[src/design/two_source_audio_mixer_soft_clip_assert.svh]
// ----------------------------------------------------------------------------
// two_source_audio_mixer_soft_clip assertion macros
// Shared concurrent assertion forms, clocked on i_clk, off during reset.
// ----------------------------------------------------------------------------
`ifndef TWO_SOURCE_AUDIO_MIXER_SOFT_CLIP_ASSERT_SVH
`define TWO_SOURCE_AUDIO_MIXER_SOFT_CLIP_ASSERT_SVH

// condition that holds at every edge
`define TSAM_ASSERT(label, expr, msg) \
    label: assert property (@(posedge i_clk) disable iff (!i_rst_n) (expr)) else $error(msg);

// antecedent implies consequent in the same cycle
`define TSAM_ASSERT_IMPL(label, ante, cons, msg) \
    label: assert property (@(posedge i_clk) disable iff (!i_rst_n) (ante) |-> (cons)) \
        else $error(msg);

`endif

[src/design/tsam_pkg.sv]
// ----------------------------------------------------------------------------
// tsam_pkg
// Types, register codes and fixed-point constants of the two-source mixer.
// ----------------------------------------------------------------------------
`default_nettype none

package tsam_pkg;

    typedef struct packed {
        logic signed [15:0] system_sample;
        logic signed [15:0] mic_sample;
        logic               system_present;
        logic               mic_present;
        logic               last_in;
    } t_in;

    typedef struct packed {
        logic signed [15:0] mixed_sample;
        logic               last_out;
    } t_out;

    typedef struct packed {
        logic [1:0] mode;
        logic [7:0] system_volume;
        logic [7:0] mic_volume;
    } t_cfg;

    typedef enum logic {
        KIND_SINGLE,
        KIND_MIX
    } t_kind;

    // scaled sample (single) or scaled sum (mix), units of 1/100
    typedef struct packed {
        t_kind              kind;
        logic signed [24:0] value;
        logic               last;
    } t_entry;

    typedef struct packed {
        logic full;
        logic empty;
    } t_fifo_stat;

    // register indexes
    localparam logic [1:0] CFG_MODE    = 2'd0;
    localparam logic [1:0] CFG_SYS_VOL = 2'd1;
    localparam logic [1:0] CFG_MIC_VOL = 2'd2;

    // mode codes, all other codes mix
    localparam logic [1:0] MODE_SYS = 2'd0;
    localparam logic [1:0] MODE_MIC = 2'd1;

    localparam logic [1:0] RST_MODE = 2'd2;
    localparam logic [7:0] RST_VOL  = 8'd100;
    localparam logic [7:0] GAIN_CAP = 8'd160;

    localparam int QUEUE_DEPTH = 2;

    // reciprocals: ceil(2^30/100), ceil(2^29/25), ceil(2^20/3), ceil(2^22/3)
    localparam logic [24:0] RECIP_100  = 25'd10737419;
    localparam logic [24:0] RECIP_25   = 25'd21474837;
    localparam logic [18:0] RECIP_3_18 = 19'd349526;
    localparam logic [20:0] RECIP_3_20 = 21'd1398102;

    // floor(r * 2^13 / 25) for remainders of the divide by 25
    localparam logic [12:0] FRAC25 [25] = '{
        13'd0,    13'd327,  13'd655,  13'd983,  13'd1310,
        13'd1638, 13'd1966, 13'd2293, 13'd2621, 13'd2949,
        13'd3276, 13'd3604, 13'd3932, 13'd4259, 13'd4587,
        13'd4915, 13'd5242, 13'd5570, 13'd5898, 13'd6225,
        13'd6553, 13'd6881, 13'd7208, 13'd7536, 13'd7864
    };

    localparam logic signed [15:0] SAT_MAX = 16'sh7FFF;
    localparam logic signed [15:0] SAT_MIN = 16'sh8000;

endpackage

`default_nettype wire

[src/design/tsam_fifo.sv]
// ----------------------------------------------------------------------------
// tsam_fifo
// Short register queue between the classifying front and the arithmetic back.
// ----------------------------------------------------------------------------
`default_nettype none

module tsam_fifo #(
    parameter int DEPTH = tsam_pkg::QUEUE_DEPTH
) (
    input  wire logic             i_clk,
    input  wire logic             i_rst_n,
    input  wire logic             i_push,
    input  wire tsam_pkg::t_entry i_entry,
    input  wire logic             i_pop,
    output tsam_pkg::t_entry      o_head,
    output tsam_pkg::t_fifo_stat  o_stat
);

    localparam int PW = (DEPTH > 1) ? $clog2(DEPTH) : 1;
    localparam int CW = $clog2(DEPTH + 1);

    tsam_pkg::t_entry r_mem [DEPTH];
    logic [PW-1:0]    r_wr_ptr;
    logic [PW-1:0]    r_rd_ptr;
    logic [CW-1:0]    r_count;
    logic [CW-1:0]    n_count;
    logic             full;
    logic             empty;
    logic             do_push;
    logic             do_pop;

    assign full    = (r_count == CW'(DEPTH));
    assign empty   = (r_count == '0);
    assign do_push = i_push && !full;
    assign do_pop  = i_pop && !empty;

    always_comb begin
        n_count = r_count;
        if (do_push && !do_pop) begin
            n_count = r_count + 1'b1;
        end else if (do_pop && !do_push) begin
            n_count = r_count - 1'b1;
        end
    end

    always_ff @(posedge i_clk) begin
        if (!i_rst_n) begin
            r_wr_ptr <= '0;
            r_rd_ptr <= '0;
            r_count  <= '0;
        end else begin
            r_count <= n_count;
            if (do_push) begin
                r_wr_ptr <= (r_wr_ptr == PW'(DEPTH - 1)) ? '0 : r_wr_ptr + 1'b1;
            end
            if (do_pop) begin
                r_rd_ptr <= (r_rd_ptr == PW'(DEPTH - 1)) ? '0 : r_rd_ptr + 1'b1;
            end
        end
    end

    always_ff @(posedge i_clk) begin
        if (do_push) begin
            r_mem[r_wr_ptr] <= i_entry;
        end
    end

    assign o_head = r_mem[r_rd_ptr];
    assign o_stat = {full, empty};

endmodule

`default_nettype wire

[config.mk]
export PLATFORM = sky130hd
export DESIGN_NAME = tsam_fifo
export DESIGN_NICKNAME = d
export VERILOG_FILES = /design/src/design/two_source_audio_mixer_soft_clip_assert.svh /design/src/design/tsam_pkg.sv /design/src/design/tsam_fifo.sv
export SDC_FILE = /design/constraint.sdc
export NUM_CORES = 1
export LEC_CHECK = 0
export BUFFER_PORTS_ARGS = -buffer_cell sky130_fd_sc_hd__buf_4
export CAP_MARGIN = 20
export CORE_ASPECT_RATIO = 0.9
export CORE_MARGIN = 2
export CORE_UTILIZATION = 45
export CTS_CLUSTER_SIZE = 8
export DETAILED_ROUTE_END_ITERATION = 8
export PLACE_DENSITY = 0.76
export SLEW_MARGIN = 5
export SYNTH_ARGS = -nofsm -noshare
export SYNTH_HDL_FRONTEND = slang
export SYNTH_SLANG_ARGS = --single-unit
[constraint.sdc]
create_clock -name i_clk -period 4.9 [get_ports i_clk]
set_input_delay 0.98 -clock i_clk [delete_from_list [all_inputs] [get_ports i_clk]]
set_output_delay 0.98 -clock i_clk [all_outputs]
set_load 0.01 [all_outputs]
# Word-level counts from Yosys, hierarchy flattened
# Memory sizes are Yosys's and may differ from the RTL's. A register that Yosys moved wholly into a read port is not among the register bits.
# Index checks and enable logic that the tools add are counted.
# word_totals
reg_bits,4
ramBits,54
out_inout_bits,29
elab_cells,27
memories,1
# mem_list
name,words,width,read_ports,rd_ports_with_merged_regs,wr,line,rtl
r_mem,2,27,1,1,1,tsam_fifo.sv:22,tsam_pkg::t_entry r_mem [DEPTH];
# classes
add_sub_neg,4
eq_ne,1
muxes,8
n_reduce_logical,10
# op_table
cell,count
$mux W1,6
$logic_and A1 B1 Y1,4
$logic_not A1 Y1,4
$mux W2,2
$add A1 B1 Y1 const B,2
$add A2 B1 Y2 const B,1
$eq A2 B2 Y1 const B,1
$logic_not A2 Y1,1
$reduce_bool A2 Y1,1
$sub A2 B1 Y2 const B,1

# Longest topological paths before layout
# logic_depth
depth_word,7
depth_mapped,7
ltp_nobuf,7

# Worst setup path before layout
# No wires, ideal clock.
# synth_path
path_kind,input port to flip-flop
start,in i_push
end,"mem r_mem[0][0] (netlist name), enable pin"
setup_time_ps,408
arrival_time_ps,2166
setup_slack_ps,2326
path_stages,2
path_buffers,0
cell_sequence,inv_1 > nor3_2
# synth_between
elab_chain_cells,3
# synth_lines
element,line,rtl
from (decl),tsam_fifo.sv:12,"input wire logic i_push,"
$logic_and A1 B1 Y1,tsam_fifo.sv:34,assign do_push = i_push && !full;
$mux W1,tsam_fifo.sv:63,if (do_push) begin
$mux W1 (not written as such),tsam_fifo.sv:64,r_mem[r_wr_ptr] <= i_entry;
to (decl),tsam_fifo.sv:22,
# Every way passes these cells.

==> impl_metrics.xml <==
<?xml version="1.0" encoding="UTF-8"?>
<metrics>
  <group name="synth">
    <metric name="post_synthesis_instance_area" unit="um2">2190</metric>
    <metric name="gate_count_of_the_mapped_netlist" unit="">111</metric>
    <metric name="synth.yosys.seq_area_share" unit="">0.784</metric>
    <metric name="yosys_warnings" unit="">0</metric>
    <metric name="yosys_register_bits" unit="">59</metric>
    <metric name="synth_top_area_share" unit="">0.739</metric>
    <metric name="synth.net_count" unit="">143</metric>
    <metric name="synth_top_area_cell" unit="">edfxtp_1</metric>
    <metric name="synth.avg_cell_area" unit="um2">19.8</metric>
    <metric name="ys_top_cells_by_area" unit="">edfxtp_1 74%, mux2_2 14%, dfxtp_1 4.6%</metric>
    <metric name="synthDistinctLibCells" unit="">21</metric>
  </group>
  <group name="floorplan">
    <metric name="core_area" unit="um2">4770</metric>
    <metric name="die_y_extent" unit="um">70.3</metric>
    <metric name="core.rowCount" unit="">24</metric>
    <metric name="num_ports" unit="">60</metric>
    <metric name="die_outline_area" unit="um2">5450</metric>
    <metric name="floorplan.initialDensity" unit="">0.460</metric>
    <metric name="die_w" unit="um">77.6</metric>
  </group>
  <group name="grt">
    <metric name="gr-usage-all-layers" unit="">0.147</metric>
    <metric name="global_route_wire_length_before_repair" unit="um">5800</metric>
    <metric name="antenna_found_initial" unit="">0</metric>
    <metric name="grt.overflow.total" unit="">0</metric>
    <metric name="grt_pass1_vias" unit="">1294</metric>
    <metric name="pin_count_of_the_biggest_net_entering_global_routing" unit="">28</metric>
  </group>
  <group name="clock_network">
    <metric name="htreeDepth" unit="">3</metric>
    <metric name="cts_root_buf" unit="">clkbuf_8</metric>
    <metric name="clkLatencyLatePin" unit="ns">0.32</metric>
    <metric name="cts.repair.resized" unit="">0</metric>
    <metric name="tritoncts" unit="">yes</metric>
    <metric name="cts_setup_buffers" unit="">0</metric>
    <metric name="cts_buffer_depth" unit="">2</metric>
    <metric name="numCtsBuffers" unit="">9</metric>
    <metric name="clk_pin_slew_worst_paths" unit="ns">0.06</metric>
    <metric name="cts_hold_buffers_added" unit="">0</metric>
    <metric name="cts_num_sinks" unit="">59</metric>
  </group>
  <group name="pwr">
    <metric name="power_density" unit="nW/um2">526</metric>
    <metric name="share_seq_of_total_power" unit="">0.435</metric>
    <metric name="swShare" unit="">0.255</metric>
    <metric name="cellInternalPower" unit="mW">1.16</metric>
    <metric name="clock_power_share" unit="">0.291</metric>
    <metric name="power.switching" unit="mW">0.395</metric>
    <metric name="p_leak" unit="nW">1.12</metric>
    <metric name="comb_power_share" unit="">0.275</metric>
    <metric name="worst_vdd_drop" unit="mV">0.283</metric>
  </group>
  <group name="routing">
    <metric name="route.antenna.remaining_nets" unit="">0</metric>
    <metric name="wl" unit="um">3660</metric>
    <metric name="drcViolationCount" unit="">0</metric>
    <metric name="via_per_inst" unit="">4.75</metric>
    <metric name="detailroute.via_count" unit="">1183</metric>
    <metric name="drt_iter0_markers" unit="">64</metric>
    <metric name="firstDrtPassIters" unit="">3</metric>
    <metric name="avgRoutedWirePerCell" unit="um">14.7</metric>
  </group>
  <group name="sta">
    <metric name="finalCritPeriodShare" unit="">0.551</metric>
    <metric name="tightest_slew" unit="ns">0.850</metric>
    <metric name="fmax" unit="GHz">0.370</metric>
    <metric name="finalSetupViolations" unit="">0</metric>
    <metric name="slew_violations" unit="">0</metric>
    <metric name="fin_hold_ws" unit="ns">0.576</metric>
    <metric name="clock_period_minus_worst_slack" unit="ns">2.70</metric>
    <metric name="timing.final.hold_violations" unit="">0</metric>
    <metric name="totalNegativeSetupSlack" unit="ns">0</metric>
    <metric name="grt_setup_unrepaired" unit="">false</metric>
    <metric name="slew_headroom" unit="">0.432</metric>
    <metric name="fin_skew" unit="ns">0.00717</metric>
  </group>
  <group name="critical_path">
    <metric name="critPathMaxStageDelay" unit="ns">0.68</metric>
    <metric name="critPathBufInv" unit="">2</metric>
    <metric name="cp-end-kind" unit="">output port</metric>
    <metric name="crit_path_cell_trace" unit="">buf_16 -&gt; mux2_2 -&gt; buf_4</metric>
    <metric name="critPathMaxFanout" unit="">17</metric>
    <metric name="start_kind" unit="">flip-flop</metric>
    <metric name="critical-path-top-delay-family" unit="">flip-flops</metric>
    <metric name="crit_arrival" unit="ns">1.72</metric>
    <metric name="critical_path_class" unit="">reg2out</metric>
    <metric name="critical_path.slowest_cell" unit="">dfxtp_1</metric>
    <metric name="critical_path_required" unit="ns">3.92</metric>
  </group>
  <group name="placed_design">
    <metric name="dpl.hpwl" unit="um">2520</metric>
    <metric name="port_buffers" unit="">59</metric>
    <metric name="routabilityCongestion" unit="">0.668</metric>
  </group>
  <group name="worst_hold_path">
    <metric name="hold_path.class" unit="">reg2reg</metric>
  </group>
  <group name="final_layout">
    <metric name="num-nets-final" unit="">211</metric>
    <metric name="area.growth.synth_to_final" unit="%">34.3</metric>
    <metric name="insertedDiodeCount" unit="">0</metric>
    <metric name="post_route_cells_drive_above_1_share" unit="">0.571</metric>
  </group>
  <group name="outcome">
    <metric name="status" unit="">complete, no violations</metric>
  </group>
  <group name="job">
    <metric name="timing.max_cap.violations" unit="">0</metric>
  </group>
</metrics>
## sequential cells by signal, summed over array words and instances (netlist names), named ones only
name      cells
r_rd_ptr      1
r_wr_ptr      1
r_mem        54
r_count       2
## cell usage in the layout (no fill, tap or decap)
cell type and count:
a21boi_0 1, a21boi_1 1, and2_1 3, and3_1 1, buf_16 1, buf_4 60
buf_8 1, bufinv_16 2, clkbuf_8 9, clkinv_1 2, clkinv_2 3, dfxtp_1 5
edfxtp_1 54, ha_1 1, inv_1 1, inv_2 1, mux2_2 27, nand2b_1 1
nor2_1 2, nor3_4 1, o21a_1 1, o21ai_0 1, o21ai_1 1, or3_1 1
xnor2_1 2, xor2_1 1
## metrics by stage
stage               cells  instance area, um2  setup slack [ns]  utilization  total power, mW
finish                249                2950              2.20        0.617             1.55
global route          249                2950              2.09        0.617             1.62
CTS                   248                2920              1.82        0.611             1.56
detailed placement    232                2710              2.20        0.568             1.10
global placement      231                2700              2.24        0.565             1.08
floorplan             111                2190              2.33            -            0.921
## path summary, 6_finish.rpt
| kind | startpoint | cells after the start | slack, ns | end |
|---|---|---|---|---|
| setup reg to reg | r_count[0] | 4 | 3.03 | r_mem[0][14] |
| setup / recovery | flip-flop | 3 | 2.20 | o_head[21] |
| hold / removal | r_count[1] | 2 | 0.58 | r_count[1] |
| hold reg to reg | r_count[1] | 2 | 0.58 | r_count[1] |
## tightest hold or removal path, stage by stage (launching register included)
cell and delay, ns:
dfxtp_1 0.35, o21ai_0 0.10, a21boi_1 0.08
## cell type report
type / count / area (um2)
inverters: 2 / 7.51
clock buffers: 9 / 124
repair buffers: 62 / 493
flip-flops and latches: 59 / 1720
well taps: 65 / 81.3
clock inverters: 7 / 82.6
fillers: 370 / 1830
multi-input cells: 45 / 437
## cells in the mapped netlist, drive strengths merged
master and n:
xnor2 2, and3 1, mux2 27, edfxtp 54, buf 5, or3 1
xor2 1, o21a 1, nor3 1, inv 2, and2 3, ha 1
o21ai 2, dfxtp 5, a21boi 2, nand2b 1, nor2 2
## power groups by stage
stage | registers (mW) | clock network, mW | logic, mW
finish | 0.674 | 0.451 | 0.426
global route | 0.682 | 0.485 | 0.457
CTS | 0.691 | 0.466 | 0.400
detailed placement | 0.701 | 0 | 0.398
global placement | 0.696 | 0 | 0.380
floorplan | 0.664 | 0 | 0.258
## per-layer routing
metal  GRT usage  routed length (um)
met1       0.141                1430
met2       0.258                1910
met3      0.0788                 278
met4      0.0635                  41
met5           0                   0
## logic make-up (layout without fill, tap and decap cells)
group / Yosys count / after routing / share of synthesized area
AND/OR/NAND/NOR: 9 / 9 / 0.0251
XOR/XNOR: 3 / 3 / 0.0120
buffers and inverters: 7 / 80 / 0.0194
adder cells (fa/ha/maj): 1 / 1 / 0.00570
multiplexers: 27 / 27 / 0.139
flip-flops: 59 / 59 / 0.784
AO/OA/AOI/OAI: 5 / 5 / 0.0148
Note: power is estimated with default switching activity, not from simulation.
