--- config.mk ---
export PLATFORM = sky130hd
export DESIGN_NAME = tsam_front
export DESIGN_NICKNAME = d
export VERILOG_FILES = /design/src/design/two_source_audio_mixer_soft_clip_assert.svh /design/src/design/tsam_pkg.sv /design/src/design/tsam_front.sv
export SDC_FILE = /design/constraint.sdc
export NUM_CORES = 1
export LEC_CHECK = 0
export BUFFER_PORTS_ARGS = -buffer_cell sky130_fd_sc_hd__buf_4
export CAP_MARGIN = 20
export CORE_AREA = 5 5 249 178
export DETAILED_ROUTE_END_ITERATION = 16
export DIE_AREA = 0 0 254 183
export SKIP_CTS_REPAIR_TIMING = 1
export SLEW_MARGIN = 10
export SYNTH_ARGS = -nofsm -noshare
export SYNTH_HDL_FRONTEND = slang
export SYNTH_SLANG_ARGS = --single-unit
export TNS_END_PERCENT = 1
--- constraint.sdc ---
create_clock -name i_clk -period 10.22 [get_ports i_clk]
set_input_delay 2.044 -clock i_clk [delete_from_list [all_inputs] [get_ports i_clk]]
set_output_delay 2.044 -clock i_clk [all_outputs]
set_load 0.02 [all_outputs]
--- src/design/two_source_audio_mixer_soft_clip_assert.svh ---
// ----------------------------------------------------------------------------
// two_source_audio_mixer_soft_clip assertion macros
// Shared concurrent assertion forms, clocked on i_clk, off during reset.
// ----------------------------------------------------------------------------
`ifndef TWO_SOURCE_AUDIO_MIXER_SOFT_CLIP_ASSERT_SVH
`define TWO_SOURCE_AUDIO_MIXER_SOFT_CLIP_ASSERT_SVH

// condition that holds at every edge
`define TSAM_ASSERT(label, expr, msg) \
    label: assert property (@(posedge i_clk) disable iff (!i_rst_n) (expr)) else $error(msg);

// antecedent implies consequent in the same cycle
`define TSAM_ASSERT_IMPL(label, ante, cons, msg) \
    label: assert property (@(posedge i_clk) disable iff (!i_rst_n) (ante) |-> (cons)) \
        else $error(msg);

`endif

--- src/design/tsam_pkg.sv ---
// ----------------------------------------------------------------------------
// tsam_pkg
// Types, register codes and fixed-point constants of the two-source mixer.
// ----------------------------------------------------------------------------
`default_nettype none

package tsam_pkg;

    typedef struct packed {
        logic signed [15:0] system_sample;
        logic signed [15:0] mic_sample;
        logic               system_present;
        logic               mic_present;
        logic               last_in;
    } t_in;

    typedef struct packed {
        logic signed [15:0] mixed_sample;
        logic               last_out;
    } t_out;

    typedef struct packed {
        logic [1:0] mode;
        logic [7:0] system_volume;
        logic [7:0] mic_volume;
    } t_cfg;

    typedef enum logic {
        KIND_SINGLE,
        KIND_MIX
    } t_kind;

    // scaled sample (single) or scaled sum (mix), units of 1/100
    typedef struct packed {
        t_kind              kind;
        logic signed [24:0] value;
        logic               last;
    } t_entry;

    typedef struct packed {
        logic full;
        logic empty;
    } t_fifo_stat;

    // register indexes
    localparam logic [1:0] CFG_MODE    = 2'd0;
    localparam logic [1:0] CFG_SYS_VOL = 2'd1;
    localparam logic [1:0] CFG_MIC_VOL = 2'd2;

    // mode codes, all other codes mix
    localparam logic [1:0] MODE_SYS = 2'd0;
    localparam logic [1:0] MODE_MIC = 2'd1;

    localparam logic [1:0] RST_MODE = 2'd2;
    localparam logic [7:0] RST_VOL  = 8'd100;
    localparam logic [7:0] GAIN_CAP = 8'd160;

    localparam int QUEUE_DEPTH = 2;

    // reciprocals: ceil(2^30/100), ceil(2^29/25), ceil(2^20/3), ceil(2^22/3)
    localparam logic [24:0] RECIP_100  = 25'd10737419;
    localparam logic [24:0] RECIP_25   = 25'd21474837;
    localparam logic [18:0] RECIP_3_18 = 19'd349526;
    localparam logic [20:0] RECIP_3_20 = 21'd1398102;

    // floor(r * 2^13 / 25) for remainders of the divide by 25
    localparam logic [12:0] FRAC25 [25] = '{
        13'd0,    13'd327,  13'd655,  13'd983,  13'd1310,
        13'd1638, 13'd1966, 13'd2293, 13'd2621, 13'd2949,
        13'd3276, 13'd3604, 13'd3932, 13'd4259, 13'd4587,
        13'd4915, 13'd5242, 13'd5570, 13'd5898, 13'd6225,
        13'd6553, 13'd6881, 13'd7208, 13'd7536, 13'd7864
    };

    localparam logic signed [15:0] SAT_MAX = 16'sh7FFF;
    localparam logic signed [15:0] SAT_MIN = 16'sh8000;

endpackage

`default_nettype wire

--- src/design/tsam_front.sv ---
// ----------------------------------------------------------------------------
// tsam_front
// Takes sample pairs, applies capped gains, sorts each into single or mix or drops it.
// ----------------------------------------------------------------------------
`default_nettype none

module tsam_front (
    input  wire logic                 i_clk,
    input  wire logic                 i_rst_n,
    input  wire logic                 i_start,
    input  wire tsam_pkg::t_in        i_item,
    input  wire tsam_pkg::t_cfg       i_cfg,
    input  wire tsam_pkg::t_fifo_stat i_fifo_stat,
    output logic                      o_busy,
    output logic                      o_push,
    output tsam_pkg::t_entry          o_entry
);

    logic               r_valid;
    tsam_pkg::t_entry   r_entry;
    logic [7:0]         gain_s;
    logic [7:0]         gain_m;
    logic signed [24:0] prod_s;
    logic signed [24:0] prod_m;
    logic signed [24:0] sum;
    logic               keep;
    tsam_pkg::t_entry   n_entry;
    logic               accept;

    assign gain_s = (i_cfg.system_volume > tsam_pkg::GAIN_CAP) ? tsam_pkg::GAIN_CAP
                                                               : i_cfg.system_volume;
    assign gain_m = (i_cfg.mic_volume > tsam_pkg::GAIN_CAP) ? tsam_pkg::GAIN_CAP
                                                            : i_cfg.mic_volume;

    assign prod_s = i_item.system_sample * $signed({1'b0, gain_s});
    assign prod_m = i_item.mic_sample * $signed({1'b0, gain_m});
    assign sum    = prod_s + prod_m;

    always_comb begin
        keep          = 1'b0;
        n_entry.kind  = tsam_pkg::KIND_SINGLE;
        n_entry.value = prod_s;
        n_entry.last  = i_item.last_in;
        unique case (i_cfg.mode)
            tsam_pkg::MODE_SYS: begin
                keep = i_item.system_present;
            end
            tsam_pkg::MODE_MIC: begin
                keep          = i_item.mic_present;
                n_entry.value = prod_m;
            end
            default: begin
                keep = i_item.system_present || i_item.mic_present;
                if (i_item.system_present && i_item.mic_present) begin
                    n_entry.kind  = tsam_pkg::KIND_MIX;
                    n_entry.value = sum;
                end else if (i_item.mic_present) begin
                    n_entry.value = prod_m;
                end
            end
        endcase
    end

    assign o_push = r_valid && !i_fifo_stat.full;
    assign o_busy = r_valid && i_fifo_stat.full;
    assign accept = i_start && !o_busy;

    always_ff @(posedge i_clk) begin
        if (!i_rst_n) begin
            r_valid <= 1'b0;
        end else if (accept) begin
            r_valid <= keep;
        end else if (o_push) begin
            r_valid <= 1'b0;
        end
    end

    always_ff @(posedge i_clk) begin
        if (accept) begin
            r_entry <= n_entry;
        end
    end

    assign o_entry = r_entry;

endmodule

`default_nettype wire

==> Word level (Yosys, flattened, before mapping) <==
Index checks and enable logic that the tools add are counted.
{ "totals": {"ff_bits": 28, "latch_bits": 0, "ramBits": 0, "mem_bits_ro": 0, "out_inout_bits": 29, "elab_cells": 29, "memories": 0} }
{ "classes": {"addsub": 1, "mul": 2, "div": 0, "n_lt_le_gt_ge": 2, "n_eq_ne": 1, "n_shift": 0, "muxes": 9, "bitwise_logic": 0, "reduce_logical": 10} }
{ "ops": {"columns": ["op", "count"], "rows": [
  ["multiplier 16 x 9 -> 25 bit", 2],
  ["two-way mux 25 bit", 2],
  ["one-hot mux 25 bit (2 select lines)", 1],
  ["adder 25 bit", 1],
  ["greater-than comparator 8 bit (second input constant)", 2],
  ["two-way mux 8 bit", 2],
  ["logical AND 1 bit", 4],
  ["two-way mux 1 bit", 3],
  ["equality test 2 x 1 -> 1 bit (second input constant)", 1],
  ["zero test 1 bit", 2],
  ["zero test 2 bit", 1],
  ["one-hot mux 1 bit (2 select lines)", 1],
  ["nonzero test 2 bit", 1],
  ["OR reduction 2 bit", 1],
  ["logical OR 1 bit", 1]
]} }

==> Depth between registers and ports, before layout <==
Gate-level depths: netlist (run 1).
{ "logic_depth": {"word_depth": 6, "depth_mapped": 33, "mapped_depth_nobuf": 32} }

==> Worst setup path before layout (run 1) <==
Ideal clock, no wire load.
{ "synth_path": {"path_type": "input to register", "from": "in i_cfg[0] in the netlist's numbering", "to": "reg r_entry (netlist bit o_entry[24]) (data pin)", "setup_ns": 0.267, "arrival_time_ns": 9.482, "slack_ns": 0.471, "stages": 30, "n_path_buf": 2, "path_cell_list": "or4_1 > o21a_1 > o21ai_0 > clkbuf_1 > and2_1 > clkbuf_1 > nand2_1 > fa_1 > inv_1 > fa_1 > fa_1 > inv_1 > fa_1 > inv_1 > ha_1 > a21oi_1 > o21ai_1 > a31o_2 > a21o_1 > xor2_1 > ha_1 > or4_1 > a221oi_1 > o211ai_1 > a41oi_1 > maj3_2 > o21ai_1 > a211oi_1 > or4_1 > nand4_1"} }
{ "synth_rtl": {"columns": ["element", "line_no", "text"], "rows": [
  ["start: declaration", "tsam_front.sv:12", "input wire tsam_pkg::t_cfg i_cfg,"],
  ["end signal: assignment", "tsam_front.sv:80", "r_entry <= n_entry;"],
  ["end: declaration", "tsam_front.sv:20", "tsam_pkg::t_entry r_entry;"]
]} }

==> key figures, run 1 <==
Setup path
  – Cell mode on critical path: fa_1
  – Critical path's largest stage delay: 0.55 ns
  – Slowest-stage cell, CP: fa_1
  – Critical Path Source Type: input port
  – WS Path Type: in2reg
  – Worst Setup SP: i_cfg[0]
  – Max FO, Critical Path: 9
  – Crit end category: flip-flop
  – WP data arrival: about 10 ns
  – Worst path required time: 10.21 ns
  – Worst r2r src: r_valid

Global routing
  – Largest net degree at the start of global routing: 31
  – Number of global-route vias before repair: 10454
  – Total GRT Usage: between 10 and 15%
  – Initial antenna violation count: 1
  – First-pass GRT wire length: roughly 52000 um
  – GRT Residual Overflow: 0

Timing
  – Worst-margin pin slew: 0.841 ns
  – Worst setup margin: 0.413 ns
  – RSZ-0062 raised after global routing: false
  – Fin. Hold Viols: 0
  – Minimum clock period: 9.81 ns
  – F_max: 0.102 GHz
  – Final critical-path share of the clock period: 96.0%
  – Worst Skew: 0.00701 ns
  – Final setup fails: 0
  – Slew Viols, Final: 0
  – Headroom to the max-slew limit: 43.8%

Clock network
  – # H-tree levels: 1
  – Root Driver: clkbuf_16
  – Worst-skew pair later-pin latency: 0.28 ns
  – Clock slew seen by the registers of the worst setup and hold paths: 0.08 ns
  – # clock sinks: 28
  – CTS buffer count: 3
  – CTS max path bufs: 2
  – CTS tree: built

Yosys
  – Mean Syn Cell Area: around 8.4 sq um
  – Yosys reg bits: 28
  – Post-synthesis sequential area ratio: 6.74%
  – Post-synth EDFFs: 27
  – Top_reg_cell synth: edfxtp_1
  – Mapped cell area: 0.0123 sq mm
  – Yosys warning count: 0
  – Syn nets: between 1500 and 2000
  – Mapped Cells: 1463
  – Async SR Flop Fraction: 0%
  – Synth unique cells: 68

Finish
  – Share of cells above drive strength 1: a little under a tenth
  – Fin cells: between 2000 and 2500
  – # nets final: roughly 1900
  – Area taken by multi-input logic gates: 0.0101 sq mm
  – Fill count: ~4400
  – Register Area: 831 sq um
  – Area Overhead vs Synth: 12.1%

Floorplan
  – Initial Util: 29.5%
  – Boundary Pins: 87
  – Die W: approximately 250 um
  – Core region area: about 0.042 sq mm
  – Row count: 63
  – DIE AREA: 0.0465 sq mm
  – Die Y: 183 um

Detailed routing
  – DR WL/cell: between 10 and 15 um
  – Vias per cell: 4.84
  – Met1 wire length: 14300 um
  – Met2 WL: 14300 um
  – Initial drt markers: 667
  – ANT nets after route: 0
  – Vias: 10104
  – Residual DRC count: 0
  – Wirelength, routed: 30700 um
  – Max layer used: met4
  – DR WL met3: between 1500 and 2000 um
  – First-pass DRT Iterations: 7

Job
  – MaxCap Viol Count: 0

Hold path
  – HP Start: r_valid
  – Worst Hold Class: reg2reg

Place
  – Routability cong.: 0.871
  – Cells after DPL: approximately 2100
  – Setup WS pre-CTS: -0.0643 ns
  – Port Buffers: 85
  – Post-DP HPWL: 26400 um

Run status
  – Status: completed
## flip-flops by register name (all words and copies together), names as in the netlist
register and count:
o_entry 27, r_valid 1
## layout make-up
cell class	count	share of cell area, %
repair buffers	115	6.37
diodes	1	0.0181
multi-input cells	1069	73.3
well taps	552	5.00
clock buffers	4	0.643
inverters	319	8.67
flip-flops and latches	28	6.02
## cell families (layout without fill, tap and decap cells)
kind of cell / Yosys count / count (layout) / synth area share (%)
muxes: 10 / 10 / 0.823
adders and majority gates: 330 / 330 / 46.0
buffers and inverters: 366 / 438 / 11.3
xor gates and xnor gates: 67 / 67 / 4.89
AOI/OAI and AO/OA: 235 / 235 / 13.2
and+or+nand+nor: 427 / 427 / 17.1
DFF: 28 / 28 / 6.74
other: 0 / 1 / 0
## critical path: cells and delay by family
family                     cells  cell delay, ns
and+or+nand+nor                4            1.57
xor gates and xnor gates       2            0.34
AOI/OAI and AO/OA             12            2.68
adders and majority gates      7            2.88
buffers and inverters          4            0.27
## metal layers
| metal | up-vias | track usage [%] |
|---|---|---|
| li1 | 4804 | - |
| met1 | 5046 | 19.0 |
| met2 | 224 | 22.7 |
| met3 | 30 | 2.30 |
| met4 | 0 | 2.23 |
| met5 | - | 0 |
## synthesized netlist by cell type, types with 6 or more instances
| library cell | number | area, sq um |
|---|---|---|
| inv_1 | 319 | 1200 |
| fa_1 | 205 | 4100 |
| nand2_1 | 173 | 649 |
| ha_1 | 123 | 1540 |
| and2_1 | 91 | 569 |
| and3_1 | 55 | 344 |
| a21oi_1 | 54 | 270 |
| xnor2_1 | 45 | 394 |
| nor2_1 | 43 | 161 |
| o21ai_0 | 42 | 210 |
| clkbuf_1 | 40 | 150 |
| edfxtp_1 | 27 | 811 |
| a21o_1 | 25 | 188 |
| xor2_1 | 20 | 175 |
| a211oi_1 | 16 | 120 |
| nand3_1 | 16 | 80.1 |
| o21a_1 | 15 | 113 |
| nor3_1 | 12 | 60.1 |
| a22oi_1 | 9 | 67.6 |
| mux2i_1 | 9 | 90.1 |
| o211ai_1 | 9 | 67.6 |
| nor2b_1 | 8 | 50.1 |
| o21bai_1 | 8 | 60.1 |
| o21ai_1 | 7 | 35.0 |
| nand2b_1 | 6 | 37.5 |
## path summary, 6_finish.rpt
path	end	slack [ns]	cells past startpoint
setup / recovery	o_entry[22]	0.41	29
hold / removal	r_valid	0.81	2
hold reg to reg	r_valid	0.81	2
setup reg to reg	o_entry[4]	8.58	2
## layout by cell type (no fill, tap or decap), types with 4 or more instances in the layout
master    count
o21ai_1      11
o221ai_1      5
nand2b_1      6
a22oi_1       9
o21a_1       15
o211ai_1      9
xor2_1       20
a211oi_1     15
nor2b_1       7
and3_1       55
and2_1       92
ha_1        123
fa_1        205
a31oi_1       5
a21o_1       25
buf_4       113
o21ai_0      38
nor2_1       43
nand2_1     173
nand3_1      16
o21bai_1      8
xnor2_1      45
inv_1       319
mux2i_1       9
or4_1         4
a21oi_1      54
edfxtp_1     27
nor3_1       12
## per-stage QoR
step / setup TNS [ns] / utilization (%) / hold slack [ns] / cell area (sq um)
after floorplan: 0 / - / 0.732 / 12300
after global placement: 0 / 32.8 / 0.791 / 13700
after detailed placement: -0.0643 / 32.8 / 0.793 / 13700
after CTS: 0 / 33.0 / 0.804 / 13800
after global routing: 0 / 33.0 / 0.828 / 13800
final: 0 / 33.0 / 0.810 / 13800
Power of run 1 is not shown: default switching activity piles up to over one toggle a cycle in this logic, so the estimate is an artifact.
==> inputs of run 2 (changes only) <==
clock period = 11.5 ns   (was 10.22 ns; I/O delays follow)
==> run 2 against run 1 <==
Net effect:
- sequential cell count is the same
- highest routed layer unchanged
- non-clock buffer count shrank 15
- via count shrank 0.78%
- critical path type unchanged
- first-iteration DRC count shrank 6.9%
- sequential share of layout area grew 0.062 points
==> key figures, run 2 (synthesis results as in run 1) <==
Run status
  – Status: completed

Timing
  – Final setup fails: 0 (unchanged)
  – TNS Setup: 0 ns (unchanged)
  – F_max: 0.0949 GHz
  – Worst-margin pin slew: 0.876 ns (+0.0349 ns)
  – RSZ-0062 raised after global routing: false
  – Headroom to the max-slew limit: 41.5% (-2.3 points)
  – Final critical-path share of the clock period: ~92%
  – Worst Skew: 0.0111 ns (+0.00405 ns)
  – Fin. Hold Viols: 0 (unchanged)
  – Slew Viols, Final: 0 (unchanged)
  – Minimum clock period: about 11 ns

Clock network
  – Root Driver: clkbuf_16
  – CTS max path bufs: 2 (unchanged)
  – # clock sinks: 28 (unchanged)
  – CTS tree: built
  – Clock slew seen by the registers of the worst setup and hold paths: 0.09 ns (about the same)
  – Worst-skew pair later-pin latency: 0.29 ns (about the same)
  – CTS buffer count: 3 (unchanged)
  – # H-tree levels: 1 (unchanged)

Global routing
  – Initial antenna violation count: 2 (+1)
  – Number of global-route vias before repair: 10529 (+0.72%)
  – Total GRT Usage: 13.8% (+0.23 points)
  – Largest net degree at the start of global routing: 33 (+6.5%)
  – First-pass GRT wire length: 53000 um (+1.7%)
  – GRT Residual Overflow: 0 (unchanged)

Setup path
  – Crit end category: flip-flop
  – Worst r2r src: r_valid
  – Worst Setup SP: i_cfg[0]
  – WP data arrival: 10.57 ns (+0.77 ns)
  – Critical Path Source Type: input port
  – Critical path's largest stage delay: 0.54 ns (about the same)
  – Slowest-stage cell, CP: or4_1
  – CP bufs+invs: 4 (unchanged)
  – R2R Setup Slk: 9.82 ns (+1.24 ns)
  – Cell mode on critical path: fa_1
  – WS Path Type: in2reg
  – Worst path required time: 11.54 ns (+1.33 ns)
  – Max FO, Critical Path: 32 (+23)
  – CP delay by family, top: adder cells

Floorplan
  – Core region area: 0.0418 sq mm (unchanged)
  – DIE AREA: 0.0465 sq mm (unchanged)
  – Boundary Pins: 87 (unchanged)
  – Die W: 254 um (unchanged)
  – Die Y: 183 um (unchanged)
  – Row count: 63 (unchanged)
  – Initial Util: 29.5% (unchanged)

Place
  – Port Buffers: 85 (unchanged)
  – Routability cong.: 0.878 (+0.73%)
  – Post-DP HPWL: 26300 um (-0.28%)

Hold path
  – Worst Hold Class: reg2reg
  – HP Start: r_valid

Detailed routing
  – Residual DRC count: 0 (unchanged)
  – DR WL/cell: 15.1 um (+2.9%)
  – ANT nets after route: 0 (unchanged)
  – First-pass DRT Iterations: 5 (-2)
  – Vias: 10025 (-0.78%)
  – Wirelength, routed: 31300 um (+2.2%)
  – Initial drt markers: 621 (-6.9%)
  – Vias per cell: 4.84 (about the same)

Finish
  – Commonest non-fill, non-tap cell in the layout: inv_1
  – Max reg flops: 27 (unchanged)
  – # nets final: 1907 (-0.78%)
  – Share of cells above drive strength 1: 8.29% (-1.0 points)
  – Area Overhead vs Synth: 10.9%
  – Most frequent cells in the layout: inv_1, fa_1, nand2_1, ha_1, buf_4
  – Fill count: 4400 (+0.99%)

Job
  – MaxCap Viol Count: 0 (unchanged)
==> run 2: changes by cell type in the layout (fill, tap and decap cells not counted), sizes merged <==
cell / before / now
buf: 115 / 100
==> run 2: worst min-delay path, stage by stage (launching register included) <==
cell and delay, ns:
dfxtp_1 0.33, and2_1 0.23, o21a_1 0.21
==> run 2: routing by layer <==
metal  up-vias  track usage, %  share of wire (%)
met4         0            1.85                1.6
met1      5017            19.1                 46
met5         -               0                  0
li1       4776               -                  -
met3        29            2.45                5.0
met2       203            23.4                 47
==> run 2: metrics by stage <==
step	util [%]	std cells	hold slack, ns	setup slack (ns)	area (sq um)
2_1_floorplan	-	1463	0.732	1.49	12300
3_3_place_gp	32.5	2066	0.787	0.799	13600
3_5_place_dp	32.5	2067	0.785	0.680	13600
4_1_cts	32.7	2071	0.797	0.953	13700
5_1_grt	32.7	2073	0.823	0.385	13700
6_report	32.7	2073	0.808	0.967	13700
==> run 2: layout make-up <==
class / count / area (sq um) / share of cell area [%]
Clock buffer: 4 / 88.8 / 0.650
Timing Repair Buffer: 100 / 751 / 5.49
Tap cell: 552 / 691 / 5.05
Sequential cell: 28 / 831 / 6.08
Antenna cell: 1 / 2.50 / 0.0183
Inverter: 319 / 1200 / 8.76
Multi-Input combinational cell: 1069 / 10100 / 73.9
==> run 2: path summary, 6_finish.rpt <==
path | end | cells after the start
worst max-delay path | o_entry[24] | 29
worst min-delay path | r_valid | 2
worst max register to register | o_entry[8] | 2
worst min register to register | r_valid | 2
Power of run 2 is left out for the same reason.
==> inputs of run 3 (changes only) <==
CORE_AREA = 4 4 248 177   (was 5 5 249 178)
DIE_AREA = 0 0 252 181   (was 0 0 254 183)
==> run 3 against run 2 <==
Net effect:
- hold slack got worse by 0.016 ns
- core utilization barely moved
- cell count about the same
- sequential share of layout area hardly changed
- final area about the same
- global-route usage grew 0.20 points
- count of clock-buffer cells in the layout unchanged
- routed wire length barely moved
==> key figures, run 3 (synthesis results as in run 1) <==
Timing
  – Headroom to the max-slew limit: 26.8% (-15 points)
  – Fin. Hold Viols: 0 (unchanged)
  – Slew Viols, Final: 0 (unchanged)
  – Final setup fails: 0 (unchanged)
  – Worst Skew: 0.00466 ns (-0.00641 ns)
  – Worst-margin pin slew: 1.10 ns (+0.220 ns)
  – F_max: 0.0954 GHz (+0.51%)
  – Final critical-path share of the clock period: 91.1% (-0.47 points)
  – TNS Setup: 0 ns (unchanged)
  – RSZ-0062 raised after global routing: false
  – Minimum clock period: 10.48 ns (-0.0537 ns)

Setup path
  – R2R Setup Slk: 9.88 ns (+0.06 ns)
  – Worst path required time: 11.54 ns (about the same)
  – WP data arrival: 10.52 ns (-0.05 ns)
  – Slowest-stage cell, CP: or4_1
  – End point of the critical path: o_entry[24]
  – Critical Path Source Type: input port
  – Max FO, Critical Path: 32 (unchanged)
  – Worst r2r src: r_valid
  – Cell mode on critical path: fa_1
  – Reg2Reg Depth: 2 (unchanged)
  – Critical path's largest stage delay: 0.53 ns (about the same)
  – Worst Setup SP: i_cfg[0]
  – Crit end category: flip-flop
  – WS Path Type: in2reg
  – Reg-to-reg endpoint: o_entry[8]

Detailed routing
  – Vias: 10009 (-0.16%)
  – Vias per cell: 4.83 (-0.11%)
  – ANT nets after route: 0 (unchanged)
  – First-pass DRT Iterations: 5 (unchanged)
  – DR WL/cell: 15.1 um (about the same)
  – Initial drt markers: 634 (+2.1%)
  – Wirelength, routed: 31400 um (about the same)
  – Residual DRC count: 0 (unchanged)

Clock network
  – CTS tree: built
  – Clock slew seen by the registers of the worst setup and hold paths: 0.08 ns (about the same)
  – CTS buffer count: 3 (unchanged)
  – CTS max path bufs: 2 (unchanged)
  – # clock sinks: 28 (unchanged)
  – Worst-skew pair later-pin latency: 0.29 ns (about the same)
  – Root Driver: clkbuf_16
  – # H-tree levels: 1 (unchanged)

Run status
  – Status: completed

Floorplan
  – Die Y: 181 um (-1.1%)
  – Row count: 63 (unchanged)
  – Die W: 252 um (-0.79%)
  – Initial Util: 29.5% (unchanged)
  – DIE AREA: 0.0456 sq mm (-1.9%)
  – Core region area: 0.0418 sq mm (unchanged)
  – Boundary Pins: 87 (unchanged)

Finish
  – # nets final: 1906 (-0.052%)
  – Fill count: 4412 (+0.27%)
  – Share of cells above drive strength 1: 8.23% (-0.060 points)
  – Util after Layout: 32.7% (about the same)
  – Area Overhead vs Synth: 10.9% (about the same)
  – Max reg flops: 27 (unchanged)
  – Most frequent cells in the layout: inv_1, fa_1, nand2_1, ha_1, buf_4
  – Commonest non-fill, non-tap cell in the layout: inv_1

Global routing
  – Total GRT Usage: 14.0% (+0.20 points)
  – Initial antenna violation count: 2 (unchanged)
  – Largest net degree at the start of global routing: 33 (unchanged)
  – First-pass GRT wire length: 52700 um (-0.68%)
  – GRT Residual Overflow: 0 (unchanged)
  – Number of global-route vias before repair: 10513 (-0.15%)

Hold path
  – HP Start: r_valid
  – Worst Hold Class: reg2reg

Place
  – Post-DP HPWL: 26300 um (-0.11%)
  – Port Buffers: 85 (unchanged)
  – Routability cong.: 0.859 (-2.1%)

Job
  – MaxCap Viol Count: 0 (unchanged)
==> run 3: cell count changes in the layout (fill, tap and decap cells not counted), sizes merged <==
cell	delta
buf	-1
==> run 3: critical path: cells and delay by family <==
family / cells / cell delay, ns
XOR/XNOR: 1 / 0.18
adder cells (fa/ha/maj): 7 / 2.83
AND/OR/NAND/NOR: 6 / 2.11
AO/OA/AOI/OAI: 11 / 2.55
buffers and inverters: 4 / 0.52
==> run 3: worst min path at each step <==
stage	end	slack, ns	depth (start not counted)
floorplan	r_valid	0.73	2
global route	r_valid	0.82	2
global placement	r_valid	0.79	2
CTS	r_valid	0.80	2
finish	r_valid	0.79	2
detailed placement	r_valid	0.78	2
==> run 3: routing by layer <==
layer	wire length, um	track usage, %	share of wire [%]
met1	14600	19.5	47
met2	14700	23.5	47
met3	1600	2.48	5.1
met4	423	1.85	1.3
met5	0	0	0
==> run 3: final cells by class <==
cell class                 count  area (sq um)  area share (%)
clock buffer                   4          88.8           0.650
multi-input combinational   1069         10100            74.0
antenna                        1          2.50          0.0183
tap                          552           691            5.06
sequential                    28           831            6.08
inverter                     319          1200            8.77
timing repair buffer          99           743            5.44
==> run 3: per-stage QoR <==
step | hold WS [ns] | cells | instance area (sq um) | setup WS, ns
2_1_floorplan | 0.732 | 1463 | 12300 | 1.49
3_3_place_gp | 0.788 | 2066 | 13600 | 0.805
3_5_place_dp | 0.782 | 2067 | 13600 | 0.768
4_1_cts | 0.796 | 2071 | 13700 | 1.03
5_1_grt | 0.816 | 2072 | 13700 | 0.477
6_report | 0.791 | 2072 | 13700 | 1.02
Power of run 3 is left out for the same reason.
